===== config.mk =====
export PLATFORM = sky130hd
export DESIGN_NAME = delta_list_timer_queue
export DESIGN_NICKNAME = d
export VERILOG_FILES = /design/src/hdl/dltq_pkg.sv /design/src/hdl/dltq_res_fifo.sv /design/src/hdl/delta_list_timer_queue.sv
export SDC_FILE = /design/constraint.sdc
export NUM_CORES = 2
export LEC_CHECK = 0
export BUFFER_PORTS_ARGS = -buffer_cell sky130_fd_sc_hd__buf_2
export CAP_MARGIN = 20
export CORE_ASPECT_RATIO = 1.1
export CORE_MARGIN = 3
export CORE_UTILIZATION = 61
export DETAILED_ROUTE_END_ITERATION = 8
export PLACE_DENSITY_LB_ADDON = 0.08
export SLEW_MARGIN = 20
export SYNTH_ARGS = -nofsm -noshare
export SYNTH_HDL_FRONTEND = slang
export SYNTH_SLANG_ARGS = --single-unit

===== constraint.sdc =====
create_clock -name clk_i -period 16.3 [get_ports clk_i]
set_clock_uncertainty 0.15 [all_clocks]
set_input_delay 0 -clock clk_i [delete_from_list [all_inputs] [get_ports clk_i]]
set_output_delay 0 -clock clk_i [all_outputs]
set_load 0.005 [all_outputs]

===== src/hdl/dltq_pkg.sv =====
// Package for the delta-list timer queue: types, codes and pool constants.
package dltq_pkg;
  localparam int unsigned PoolEntriesDef = 8;
  localparam int unsigned MaxRes = 8;

  typedef enum logic [1:0] {
    FUNC_SCHED = 2'd0,
    FUNC_TICK  = 2'd1,
    FUNC_PURGE = 2'd2,
    FUNC_NOP   = 2'd3
  } func_e;

  typedef enum logic [1:0] {
    KIND_ACK    = 2'd0,
    KIND_EXPIRE = 2'd1,
    KIND_PURGE  = 2'd2,
    KIND_NONE   = 2'd3
  } kind_e;

  typedef enum logic [3:0] {
    ST_IDLE,
    ST_FREE,
    ST_SCHED_HEAD,
    ST_SCHED_WALK,
    ST_SCHED_LINK,
    ST_TICK,
    ST_PURGE,
    ST_FINISH,
    ST_EMIT
  } state_e;

  // result buffered for the output side
  typedef struct packed {
    logic [1:0]  kind;
    logic [15:0] task_id;
    logic        status;
  } res_t;
endpackage


===== src/hdl/dltq_res_fifo.sv =====
// Result buffer: collects the results of one transaction, then drains them.
module dltq_res_fifo
  import dltq_pkg::*;
(
  input  logic       clk_i,
  input  logic       rst_ni,
  input  logic       clr_i,
  input  logic       wr_i,
  input  res_t       wr_data_i,
  input  logic       rd_i,
  output res_t       rd_data_o,
  output logic       rd_last_o,
  output logic       has_data_o,
  output logic       full_o
);
  localparam int unsigned AW = $clog2(MaxRes);
  res_t mem_q [MaxRes];
  logic [AW:0] wcnt_q, rptr_q;

  always_ff @(posedge clk_i) begin
    if (wr_i && !full_o) mem_q[wcnt_q[AW-1:0]] <= wr_data_i;
  end

  always_ff @(posedge clk_i or negedge rst_ni) begin
    if (!rst_ni) begin
      wcnt_q <= '0;
      rptr_q <= '0;
    end else if (clr_i) begin
      wcnt_q <= '0;
      rptr_q <= '0;
    end else begin
      if (wr_i && !full_o) wcnt_q <= wcnt_q + 1'b1;
      if (rd_i && has_data_o) rptr_q <= rptr_q + 1'b1;
    end
  end

  assign full_o     = (wcnt_q == (AW+1)'(MaxRes));
  assign has_data_o = (rptr_q != wcnt_q);
  assign rd_data_o  = mem_q[rptr_q[AW-1:0]];
  assign rd_last_o  = (rptr_q + 1'b1 == wcnt_q);
endmodule


===== src/hdl/delta_list_timer_queue.sv =====
// Top level of the delta-list timer queue: pool, sequencer and shared add/subtract unit.
// One transaction at a time. The sequencer walks the linked list one entry per
// cycle through a single 33-bit add/subtract unit. After the accept cycle,
// schedule runs a free-slot search, a head compare, a walk along the list and
// a link step; tick removes expired entries from the head one by one, and purge
// visits every queued entry. A finish state follows, then the results (at most
// 8) are presented one per cycle while out_ready_i is high. in_ready_o is high
// only while the sequencer is idle.
module delta_list_timer_queue
  import dltq_pkg::*;
#(
  parameter int unsigned POOL_ENTRIES = PoolEntriesDef
) (
  input  logic        clk_i,
  input  logic        rst_ni,
  input  logic        in_valid_i,
  output logic        in_ready_o,
  input  logic [1:0]  func_i,
  input  logic [31:0] delay_ms_i,
  input  logic [15:0] task_id_i,
  input  logic [7:0]  owner_a_i,
  input  logic [7:0]  owner_b_i,
  output logic        out_valid_o,
  input  logic        out_ready_i,
  output logic [1:0]  kind_o,
  output logic [15:0] out_task_id_o,
  output logic        status_o,
  output logic [31:0] head_remaining_ms_o,
  output logic        queue_empty_o,
  output logic        last_o
);
  localparam int unsigned IW = $clog2(POOL_ENTRIES);
  localparam int unsigned CW = $clog2(POOL_ENTRIES + 1);
  localparam logic [CW-1:0] FullCnt = CW'(POOL_ENTRIES);

  // pool storage; used bits reset, payload need not
  logic [31:0]   delta_q [POOL_ENTRIES];
  logic [15:0]   task_q  [POOL_ENTRIES];
  logic [7:0]    oa_q    [POOL_ENTRIES];
  logic [7:0]    ob_q    [POOL_ENTRIES];
  logic [IW-1:0] next_q  [POOL_ENTRIES];
  logic [POOL_ENTRIES-1:0] used_q;
  logic [IW-1:0] head_q;
  logic [CW-1:0] cnt_q;

  state_e state_q, state_d;
  logic [1:0]  func_q;
  logic [31:0] val_q;
  logic [15:0] tsk_q;
  logic [7:0]  ia_q, ib_q;
  logic [IW-1:0] slot_q, ptr_q, prev_q, cur_q;
  logic [CW-1:0] k_q;
  logic          has_prev_q;
  logic [31:0]   head_rem_q;
  logic          empty_q;

  // shared add/subtract unit, operands chosen by the sequencer
  logic [31:0] alu_a, alu_b;
  logic        alu_sub;
  logic [32:0] alu_y;
  assign alu_y = alu_sub ? ({1'b0, alu_a} - {1'b0, alu_b})
                         : ({1'b0, alu_a} + {1'b0, alu_b});

  logic   fifo_clr, fifo_wr, fifo_full, fifo_has, fifo_last;
  res_t   fifo_wdata, fifo_rdata;

  dltq_res_fifo u_fifo (
    .clk_i, .rst_ni,
    .clr_i(fifo_clr), .wr_i(fifo_wr), .wr_data_i(fifo_wdata),
    .rd_i(out_ready_i && state_q == ST_EMIT), .rd_data_o(fifo_rdata),
    .rd_last_o(fifo_last), .has_data_o(fifo_has), .full_o(fifo_full)
  );

  logic [IW-1:0] nx_ptr, nx_cur, nx_head;
  assign nx_ptr  = next_q[ptr_q];
  assign nx_cur  = next_q[cur_q];
  assign nx_head = next_q[head_q];
  logic purge_hit;
  assign purge_hit = (oa_q[cur_q] == ia_q) || (ob_q[cur_q] == ia_q);

  always_comb begin
    state_d    = state_q;
    alu_a      = val_q;
    alu_b      = delta_q[head_q];
    alu_sub    = 1'b1;
    fifo_clr   = 1'b0;
    fifo_wr    = 1'b0;
    fifo_wdata = '{kind: KIND_NONE, task_id: '0, status: 1'b0};
    case (state_q)
      ST_IDLE: begin
        if (in_valid_i) begin
          fifo_clr = 1'b1;
          case (func_e'(func_i))
            FUNC_SCHED: state_d = ST_FREE;
            FUNC_TICK:  state_d = ST_TICK;
            FUNC_PURGE: state_d = ST_PURGE;
            default:    state_d = ST_FINISH;
          endcase
        end
      end
      ST_FREE: begin
        if (cnt_q >= FullCnt) begin
          fifo_wr = 1'b1;
          fifo_wdata = '{kind: KIND_ACK, task_id: '0, status: 1'b1};
          state_d = ST_FINISH;
        end else if (!used_q[slot_q]) begin
          state_d = (cnt_q == '0) ? ST_SCHED_LINK : ST_SCHED_HEAD;
        end
      end
      ST_SCHED_HEAD: begin
        state_d = alu_y[32] ? ST_SCHED_LINK : ST_SCHED_WALK;
      end
      ST_SCHED_WALK: begin
        alu_b = delta_q[nx_ptr];
        if (k_q >= cnt_q || alu_y[32]) state_d = ST_SCHED_LINK;
      end
      ST_SCHED_LINK: begin
        alu_b = delta_q[nx_ptr];
        fifo_wr = 1'b1;
        fifo_wdata = '{kind: KIND_ACK, task_id: '0, status: 1'b0};
        state_d = ST_FINISH;
      end
      ST_TICK: begin
        if (cnt_q != '0 && !alu_y[32]) begin
          fifo_wr = !fifo_full;
          fifo_wdata = '{kind: KIND_EXPIRE, task_id: task_q[head_q], status: 1'b0};
        end else begin
          if (!fifo_has && !fifo_wr) fifo_wr = 1'b1;
          state_d = ST_FINISH;
        end
      end
      ST_PURGE: begin
        alu_a = delta_q[nx_cur];
        alu_b = delta_q[cur_q];
        alu_sub = 1'b0;
        if (k_q == '0) begin
          if (!fifo_has) fifo_wr = 1'b1;
          state_d = ST_FINISH;
        end else if (purge_hit) begin
          fifo_wr = !fifo_full;
          fifo_wdata = '{kind: KIND_PURGE, task_id: task_q[cur_q], status: 1'b0};
        end
      end
      ST_FINISH: begin
        if (state_q == ST_FINISH && !fifo_has && func_q == FUNC_NOP) fifo_wr = 1'b1;
        state_d = ST_EMIT;
      end
      ST_EMIT: begin
        if (out_ready_i && fifo_last) state_d = ST_IDLE;
      end
      default: state_d = ST_IDLE;
    endcase
  end

  always_ff @(posedge clk_i or negedge rst_ni) begin
    if (!rst_ni) state_q <= ST_IDLE;
    else         state_q <= state_d;
  end

  always_ff @(posedge clk_i or negedge rst_ni) begin
    if (!rst_ni) begin
      used_q <= '0;
      head_q <= '0;
      cnt_q  <= '0;
      empty_q <= 1'b1;
      head_rem_q <= '0;
    end else begin
      case (state_q)
        ST_SCHED_LINK: begin
          used_q[slot_q] <= 1'b1;
          cnt_q <= cnt_q + 1'b1;
        end
        ST_TICK: begin
          if (cnt_q != '0 && !alu_y[32]) begin
            used_q[head_q] <= 1'b0;
            cnt_q <= cnt_q - 1'b1;
            head_q <= (cnt_q > CW'(1)) ? nx_head : '0;
          end
        end
        ST_PURGE: begin
          if (k_q != '0 && purge_hit) begin
            used_q[cur_q] <= 1'b0;
            cnt_q <= cnt_q - 1'b1;
            if (!has_prev_q) head_q <= (k_q > CW'(1)) ? nx_cur : '0;
          end
        end
        ST_FINISH: begin
          empty_q <= (cnt_q == '0);
          head_rem_q <= (cnt_q == '0) ? 32'd0 : delta_q[head_q];
          if (cnt_q == '0) head_q <= '0;
        end
        default: ;
      endcase
      if (state_q == ST_SCHED_HEAD && alu_y[32]) head_q <= slot_q;
      if (state_q == ST_SCHED_LINK && cnt_q == '0) head_q <= slot_q;
    end
  end

  always_ff @(posedge clk_i) begin
    case (state_q)
      ST_IDLE: begin
        func_q <= func_i;
        val_q  <= delay_ms_i;
        tsk_q  <= task_id_i;
        ia_q   <= owner_a_i;
        ib_q   <= owner_b_i;
        slot_q <= '0;
        ptr_q  <= head_q;
        cur_q  <= head_q;
        k_q    <= cnt_q;
        has_prev_q <= 1'b0;
      end
      ST_FREE: begin
        if (used_q[slot_q] && cnt_q < FullCnt) slot_q <= slot_q + 1'b1;
        k_q <= CW'(1);
      end
      ST_SCHED_HEAD: begin
        if (alu_y[32]) begin
          delta_q[head_q] <= delta_q[head_q] - val_q;
          delta_q[slot_q] <= val_q;
          next_q[slot_q] <= head_q;
          task_q[slot_q] <= tsk_q;
          oa_q[slot_q] <= ia_q;
          ob_q[slot_q] <= ib_q;
        end else begin
          val_q <= alu_y[31:0];
        end
      end
      ST_SCHED_WALK: begin
        if (!(k_q >= cnt_q || alu_y[32])) begin
          ptr_q <= nx_ptr;
          val_q <= alu_y[31:0];
          k_q <= k_q + 1'b1;
        end
      end
      ST_SCHED_LINK: begin
        // head insert already done in ST_SCHED_HEAD
        if (cnt_q == '0 || head_q != slot_q) begin
          delta_q[slot_q] <= val_q;
          task_q[slot_q] <= tsk_q;
          oa_q[slot_q] <= ia_q;
          ob_q[slot_q] <= ib_q;
          next_q[slot_q] <= (cnt_q != '0 && k_q < cnt_q) ? nx_ptr : '0;
          if (cnt_q != '0) begin
            next_q[ptr_q] <= slot_q;
            if (k_q < cnt_q) delta_q[nx_ptr] <= delta_q[nx_ptr] - val_q;
          end
        end
      end
      ST_TICK: begin
        if (cnt_q != '0 && !alu_y[32]) begin
          val_q <= alu_y[31:0];
        end else if (cnt_q != '0) begin
          delta_q[head_q] <= delta_q[head_q] - val_q;
        end
      end
      ST_PURGE: begin
        if (k_q != '0) begin
          if (purge_hit) begin
            if (k_q > CW'(1))
              delta_q[nx_cur] <= alu_y[32] ? 32'hFFFF_FFFF : alu_y[31:0];
            if (has_prev_q) next_q[prev_q] <= nx_cur;
          end else begin
            prev_q <= cur_q;
            has_prev_q <= 1'b1;
          end
          cur_q <= nx_cur;
          k_q <= k_q - 1'b1;
        end
      end
      default: ;
    endcase
  end

  assign in_ready_o          = (state_q == ST_IDLE);
  assign out_valid_o         = (state_q == ST_EMIT) && fifo_has;
  assign kind_o              = fifo_rdata.kind;
  assign out_task_id_o       = fifo_rdata.task_id;
  assign status_o            = fifo_rdata.status;
  assign head_remaining_ms_o = head_rem_q;
  assign queue_empty_o       = empty_q;
  assign last_o              = fifo_last;
endmodule


# ---- Word-level counts from Yosys, hierarchy flattened
# Memories as Yosys holds them, arrays and structs flattened. A register that Yosys moved wholly into a read port is not among the register bits.
# Cells that the tools add are included.
dict set report word_totals {
  regBits 143
  ramBits 688
  out_inout_bits 55
  wordCells 274
  n_memories 6
}
# name words word_bits rd rd_ports_with_merged_regs write_ports line
set memory_table {}
lappend memory_table {delta_q 8 32 4 1 2 delta_list_timer_queue.sv:37} ;# logic [31:0] delta_q [POOL_ENTRIES];
lappend memory_table {u_fifo.mem_q 8 19 1 0 1 dltq_res_fifo.sv:17} ;# res_t mem_q [MaxRes];
lappend memory_table {task_q 8 16 2 1 1 delta_list_timer_queue.sv:38} ;# logic [15:0] task_q [POOL_ENTRIES];
lappend memory_table {oa_q 8 8 1 1 1 delta_list_timer_queue.sv:39} ;# logic [7:0] oa_q [POOL_ENTRIES];
lappend memory_table {ob_q 8 8 1 1 1 delta_list_timer_queue.sv:40} ;# logic [7:0] ob_q [POOL_ENTRIES];
lappend memory_table {next_q 8 3 3 2 2 delta_list_timer_queue.sv:41} ;# logic [IW-1:0] next_q [POOL_ENTRIES];
dict set report classes {
  n_addsub 11
  n_lt_le_gt_ge 12
  eq_ne 35
  mux 125
  bitwise 15
  reduce_logical 51
}
# op count
set op_table {}
lappend op_table {{two-way mux 32 bit} 10}
lappend op_table {{one-hot mux 32 bit (4 select lines)} 1}
lappend op_table {{one-hot mux 19 bit (4 select lines)} 1}
lappend op_table {{two-way mux 3 bit} 25}
lappend op_table {{one-hot mux 32 bit (2 select lines)} 1}
lappend op_table {{OR reduction 32 bit} 2}
lappend op_table {{subtractor 32 bit} 2}
lappend op_table {{two-way mux 4 bit} 15}
lappend op_table {{two-way mux 1 bit} 47}
lappend op_table {{two-way mux 19 bit} 2}
lappend op_table {{two-way mux 18 bit} 2}
lappend op_table {{one-hot mux 4 bit (9 select lines)} 1}
lappend op_table {{adder 32 x 32 -> 33 bit} 1}
lappend op_table {{two-way mux 33 bit} 1}
lappend op_table {{subtractor 32 x 32 -> 33 bit} 1}
lappend op_table {{two-way mux 8 bit} 4}
lappend op_table {{inequality test 2 bit, second input constant} 12}
lappend op_table {{one-hot mux 8 bit (3 select lines)} 1}
lappend op_table {{one-hot mux 3 bit (2 select lines)} 3}
lappend op_table {{one-hot mux 3 bit (3 select lines)} 2}
lappend op_table {{adder 4 x 1 -> 4 bit, second input constant} 4}
lappend op_table {{bitwise AND 8 bit} 2}
lappend op_table {{== test 4 x 3 -> 1 bit, second input constant} 4}
lappend op_table {{== test 8 bit} 2}
lappend op_table {{other kinds (49)} 103}

# ---- Logic depth before layout (Yosys ltp)
dict set report logic_depth {
  depth_word 13
  ltp_mapped 34
  depth_no_buf 27
}

# ---- Modules after synthesis
# Synthesis repeated with hierarchy kept, for this count alone.
dict set report hier_totals {
  hier_cells 3975
  hier_area_um2 49849.1
}
# mod instances cells_per_inst area_per_inst_um2
set by_module_without_submodules {}
lappend by_module_without_submodules {delta_list_timer_queue 1 3690 43549.3}
lappend by_module_without_submodules {dltq_res_fifo 1 285 6299.8}

# ---- Least setup slack after synthesis
# OpenSTA, ideal clock, no wires.
dict set report synth_path {
  path_type {reg-to-reg}
  startpoint {register with a tool-made name}
  endpoint {memory oa_q[0][0] (enable)}
  setup_ns 0.502
  arrival_time_ns 10.537
  t_required_ns 15.648
  path_slack_ns 5.111
  stages_incl_launch_ff 32
  cell_sequence {dfxtp_1 clkbuf_1 clkbuf_1 clkbuf_1 clkbuf_1 buf_1 clkbuf_1 buf_1 mux2i_1 nor2_1 nor3_1 ha_1 o221ai_2 nor4_4 nand4_2 o31a_1 xor2_1 ha_1 a21o_1 a21o_1 a21oi_1 o21ai_0 a221oi_1 o211a_1 o31a_1 clkbuf_1 nand2_1 mux2_4 and2_1 buf_6 buf_2 nor4_1}
}
# item line
set synth_lines {}
lappend synth_lines {{end: declaration} delta_list_timer_queue.sv:39}

==> results.cfg <==
[status]
status = complete, but fails checks
violations = design-rule violations

[routing]
drcViolationCount = 2
routed_wl_um = 156100
routedWlPerCell_um = 30.83
vias = 36490
ant_nets = 0
drt_iter0_drc = 4661
drt-pass1-iter-count = 8
vias_per_cell = 7.206

[clocking]
cts_tree = built
post_cts_resized = 0
root_buffer = clkbuf_16
cts_setup_buffers = 0
clockBufferDepth = 3
holdBufCountCts = 113
cts_max_level = 3
cts.sinks = 837
numCtsBuffers = 89
cts.reportedPaths.clkPinSlew_ns = 0.06
clock_latency_ns = 0.68

[yosys]
syn-num-nets = 3944
synthXorXnorAreaFrac = 0.02094
ys_ff_latch = 837
async_reset_ff_frac = 0.07168
synth-compound-area-share = 0.08432
synthTopCellsByArea = edfxtp_1, mux4_2, mux2i_1
yosysWarnings = 0
yosysMostFrequentCell = edfxtp_1
synth-adder-area-share = 0.02025
synth-main-ff-cell = edfxtp_1
yosys.cell_types.count = 86
yosysSeqAreaShare = 0.4937
syn_inst = 3794
synth_top_area_cell = edfxtp_1
synth.top_cells.by_count = edfxtp_1, nand2_1, mux4_2
syn-cell-area_um2 = 50180
synth_top_family_by_area = multiplexers
synth_mux_area_frac = 0.2700
synth-edff-count = 771
synth_top_cell_area_share = 0.4614
syn_avg_cell_area_um2 = 13.23
synth_simple_gate_area_frac = 0.08096

[finish]
fillers = 5559
layout-drive-gt1-share = 0.2563
syn_to_final_growth_pct = 11.74
final_nets = 4089

[timing]
setup_tns_ns = 0
fmax_ghz = 0.09187
fin_crit_sh = 0.6678
slew_headroom = 0.2294
rsz0062_at_grt = false
slew_viol_final = 0
hold_viol = 0
worst_slew_pin_slew_ns = 1.156
fin_crit_ns = 10.88
setup_viol = 0

[critical_path]
reg2reg_depth = 25
reg2reg_slack_ns = 5.42
end_kind = flip-flop
cp_max_fo = 69
crit_required_ns = 16.45
startpoint_type = flip-flop
crit_type = reg2reg
arrival_ns = 11.04

[die]
dieWidth_um = 279.5
design.core.area_um2 = 81010
initial_utilization = 0.6195
die_y_um = 306.8
die_area_um2 = 85750
rows = 109
ios = 125

[global_route]
grt_pass1_vias = 36790
track_usage = 0.3644
grt_antenna_before_repair = 4
grt_max_degree = 92
grt_overflow = 0
grt_pass1_wl_um = 233300

[place]
dp_hpwl_um = 97230
portBuffers = 124
gp_congestion = 0.9544

[min_path]
hold_path_depth = 4
hp-class = in2reg

[job]
drv_cap = 0
-- sequential cells by signal, indices dropped and copies added, names as in the netlist, 2 cells and up, named ones only --
name	count
next_q	24
u_fifo.mem_q	152
used_q	8
ib_q	8
state_q	4
val_q	32
prev_q	3
u_fifo.rptr_q	4
tsk_q	16
oa_q	64
head_remaining_ms_o	32
ob_q	64
cnt_q	4
k_q	4
ptr_q	3
task_q	128
func_q	2
slot_q	3
delta_q	256
cur_q	3
head_q	3
u_fifo.wcnt_q	4
ia_q	8
-- through the flow --
step | cell area, um2 | utilization | hold WS [ns] | std cells | setup slack, ns
final | 56070 | 0.6922 | 0.006054 | 5064 | 5.415
after CTS | 56060 | 0.6920 | 0.002143 | 5061 | 5.499
after global placement | 51960 | 0.6414 | 0.02679 | 4789 | 5.644
after detailed placement | 51970 | 0.6416 | 0.02810 | 4789 | 5.547
after global routing | 56070 | 0.6921 | 0.02798 | 5061 | 4.978
after floorplan | 50180 | - | -0.4456 | 3794 | 5.111
-- logic make-up (layout without fill, tap and decap cells) --
kind of cell	after synthesis	count (layout)
and+or+nand+nor	890	890
muxes	863	863
DFF	837	837
AOI/OAI and AO/OA	656	656
buffers and inverters	348	561
xor gates and xnor gates	120	120
adders and majority gates	80	80
other	0	3
-- critical path, stage by stage, from the launching register on --
cell and delay (ns):
dfxtp_4 0.93, buf_4 0.68, buf_4 0.72, mux4_2 0.64, mux2i_4 0.75, buf_4 0.80, and3_1 0.29, a311oi_1 0.06
a311oi_1 0.48, a21oi_1 0.09, ha_1 0.38, a21o_1 0.22, a21o_1 0.19, a21oi_1 0.19, o21ai_0 0.13, a221oi_1 0.33
o211a_1 0.37, o31a_1 0.21, nand2_1 0.05, mux2_4 0.37, and2_1 0.18, buf_4 0.24, nor4b_4 0.28, buf_4 0.69
o21bai_4 0.41, buf_4 0.50
-- placed cells by master, fill, tap and decap left out, types with 77 or more instances in the layout --
master	n
nand3_1	94
a21oi_1	163
mux2_4	144
ha_1	78
nor2_1	149
o21ai_0	159
edfxtp_1	771
clkbuf_16	89
mux2_2	133
nand2_1	431
dlygate4sd3_1	112
xnor2_1	90
buf_4	84
buf_2	123
inv_1	77
mux4_2	322
mux2i_1	257
-- layer usage --
metal  part of all wire  GRT usage  vias up
met5            0.00029          0        -
met1               0.38     0.4963    18320
met3               0.11    0.08245      477
met2               0.46     0.5678     2559
li1                   -          -    15130
met4              0.049     0.1642        6
-- final cells by class --
cell class / instances / area (um2) / share of cell area
Clock buffer: 106 / 2321 / 0.04139
Antenna cell: 3 / 7.507 / 0.0001339
Inverter: 81 / 304.0 / 0.005422
Multi-Input combinational cell: 2609 / 24300 / 0.4333
Clock inverter: 53 / 613.1 / 0.01093
Tap cell: 1054 / 1319 / 0.02352
Sequential cell: 837 / 24800 / 0.4422
Timing Repair Buffer: 321 / 2415 / 0.04307
-- final timing paths --
kind,endpoint,from
hold reg to reg,head_remaining_ms_o[25],head_remaining_ms_o[25]
min in group asynchronous,queue_empty_o,rst_ni
setup reg to reg,delta_q[5][11],flip-flop
hold / removal,val_q[17],delay_ms_i[17]
setup / recovery,delta_q[5][11],flip-flop
max in group asynchronous,head_remaining_ms_o[10],rst_ni
Power is not shown: default switching activity piles up to over one toggle a cycle in this logic, so the estimate is an artifact.
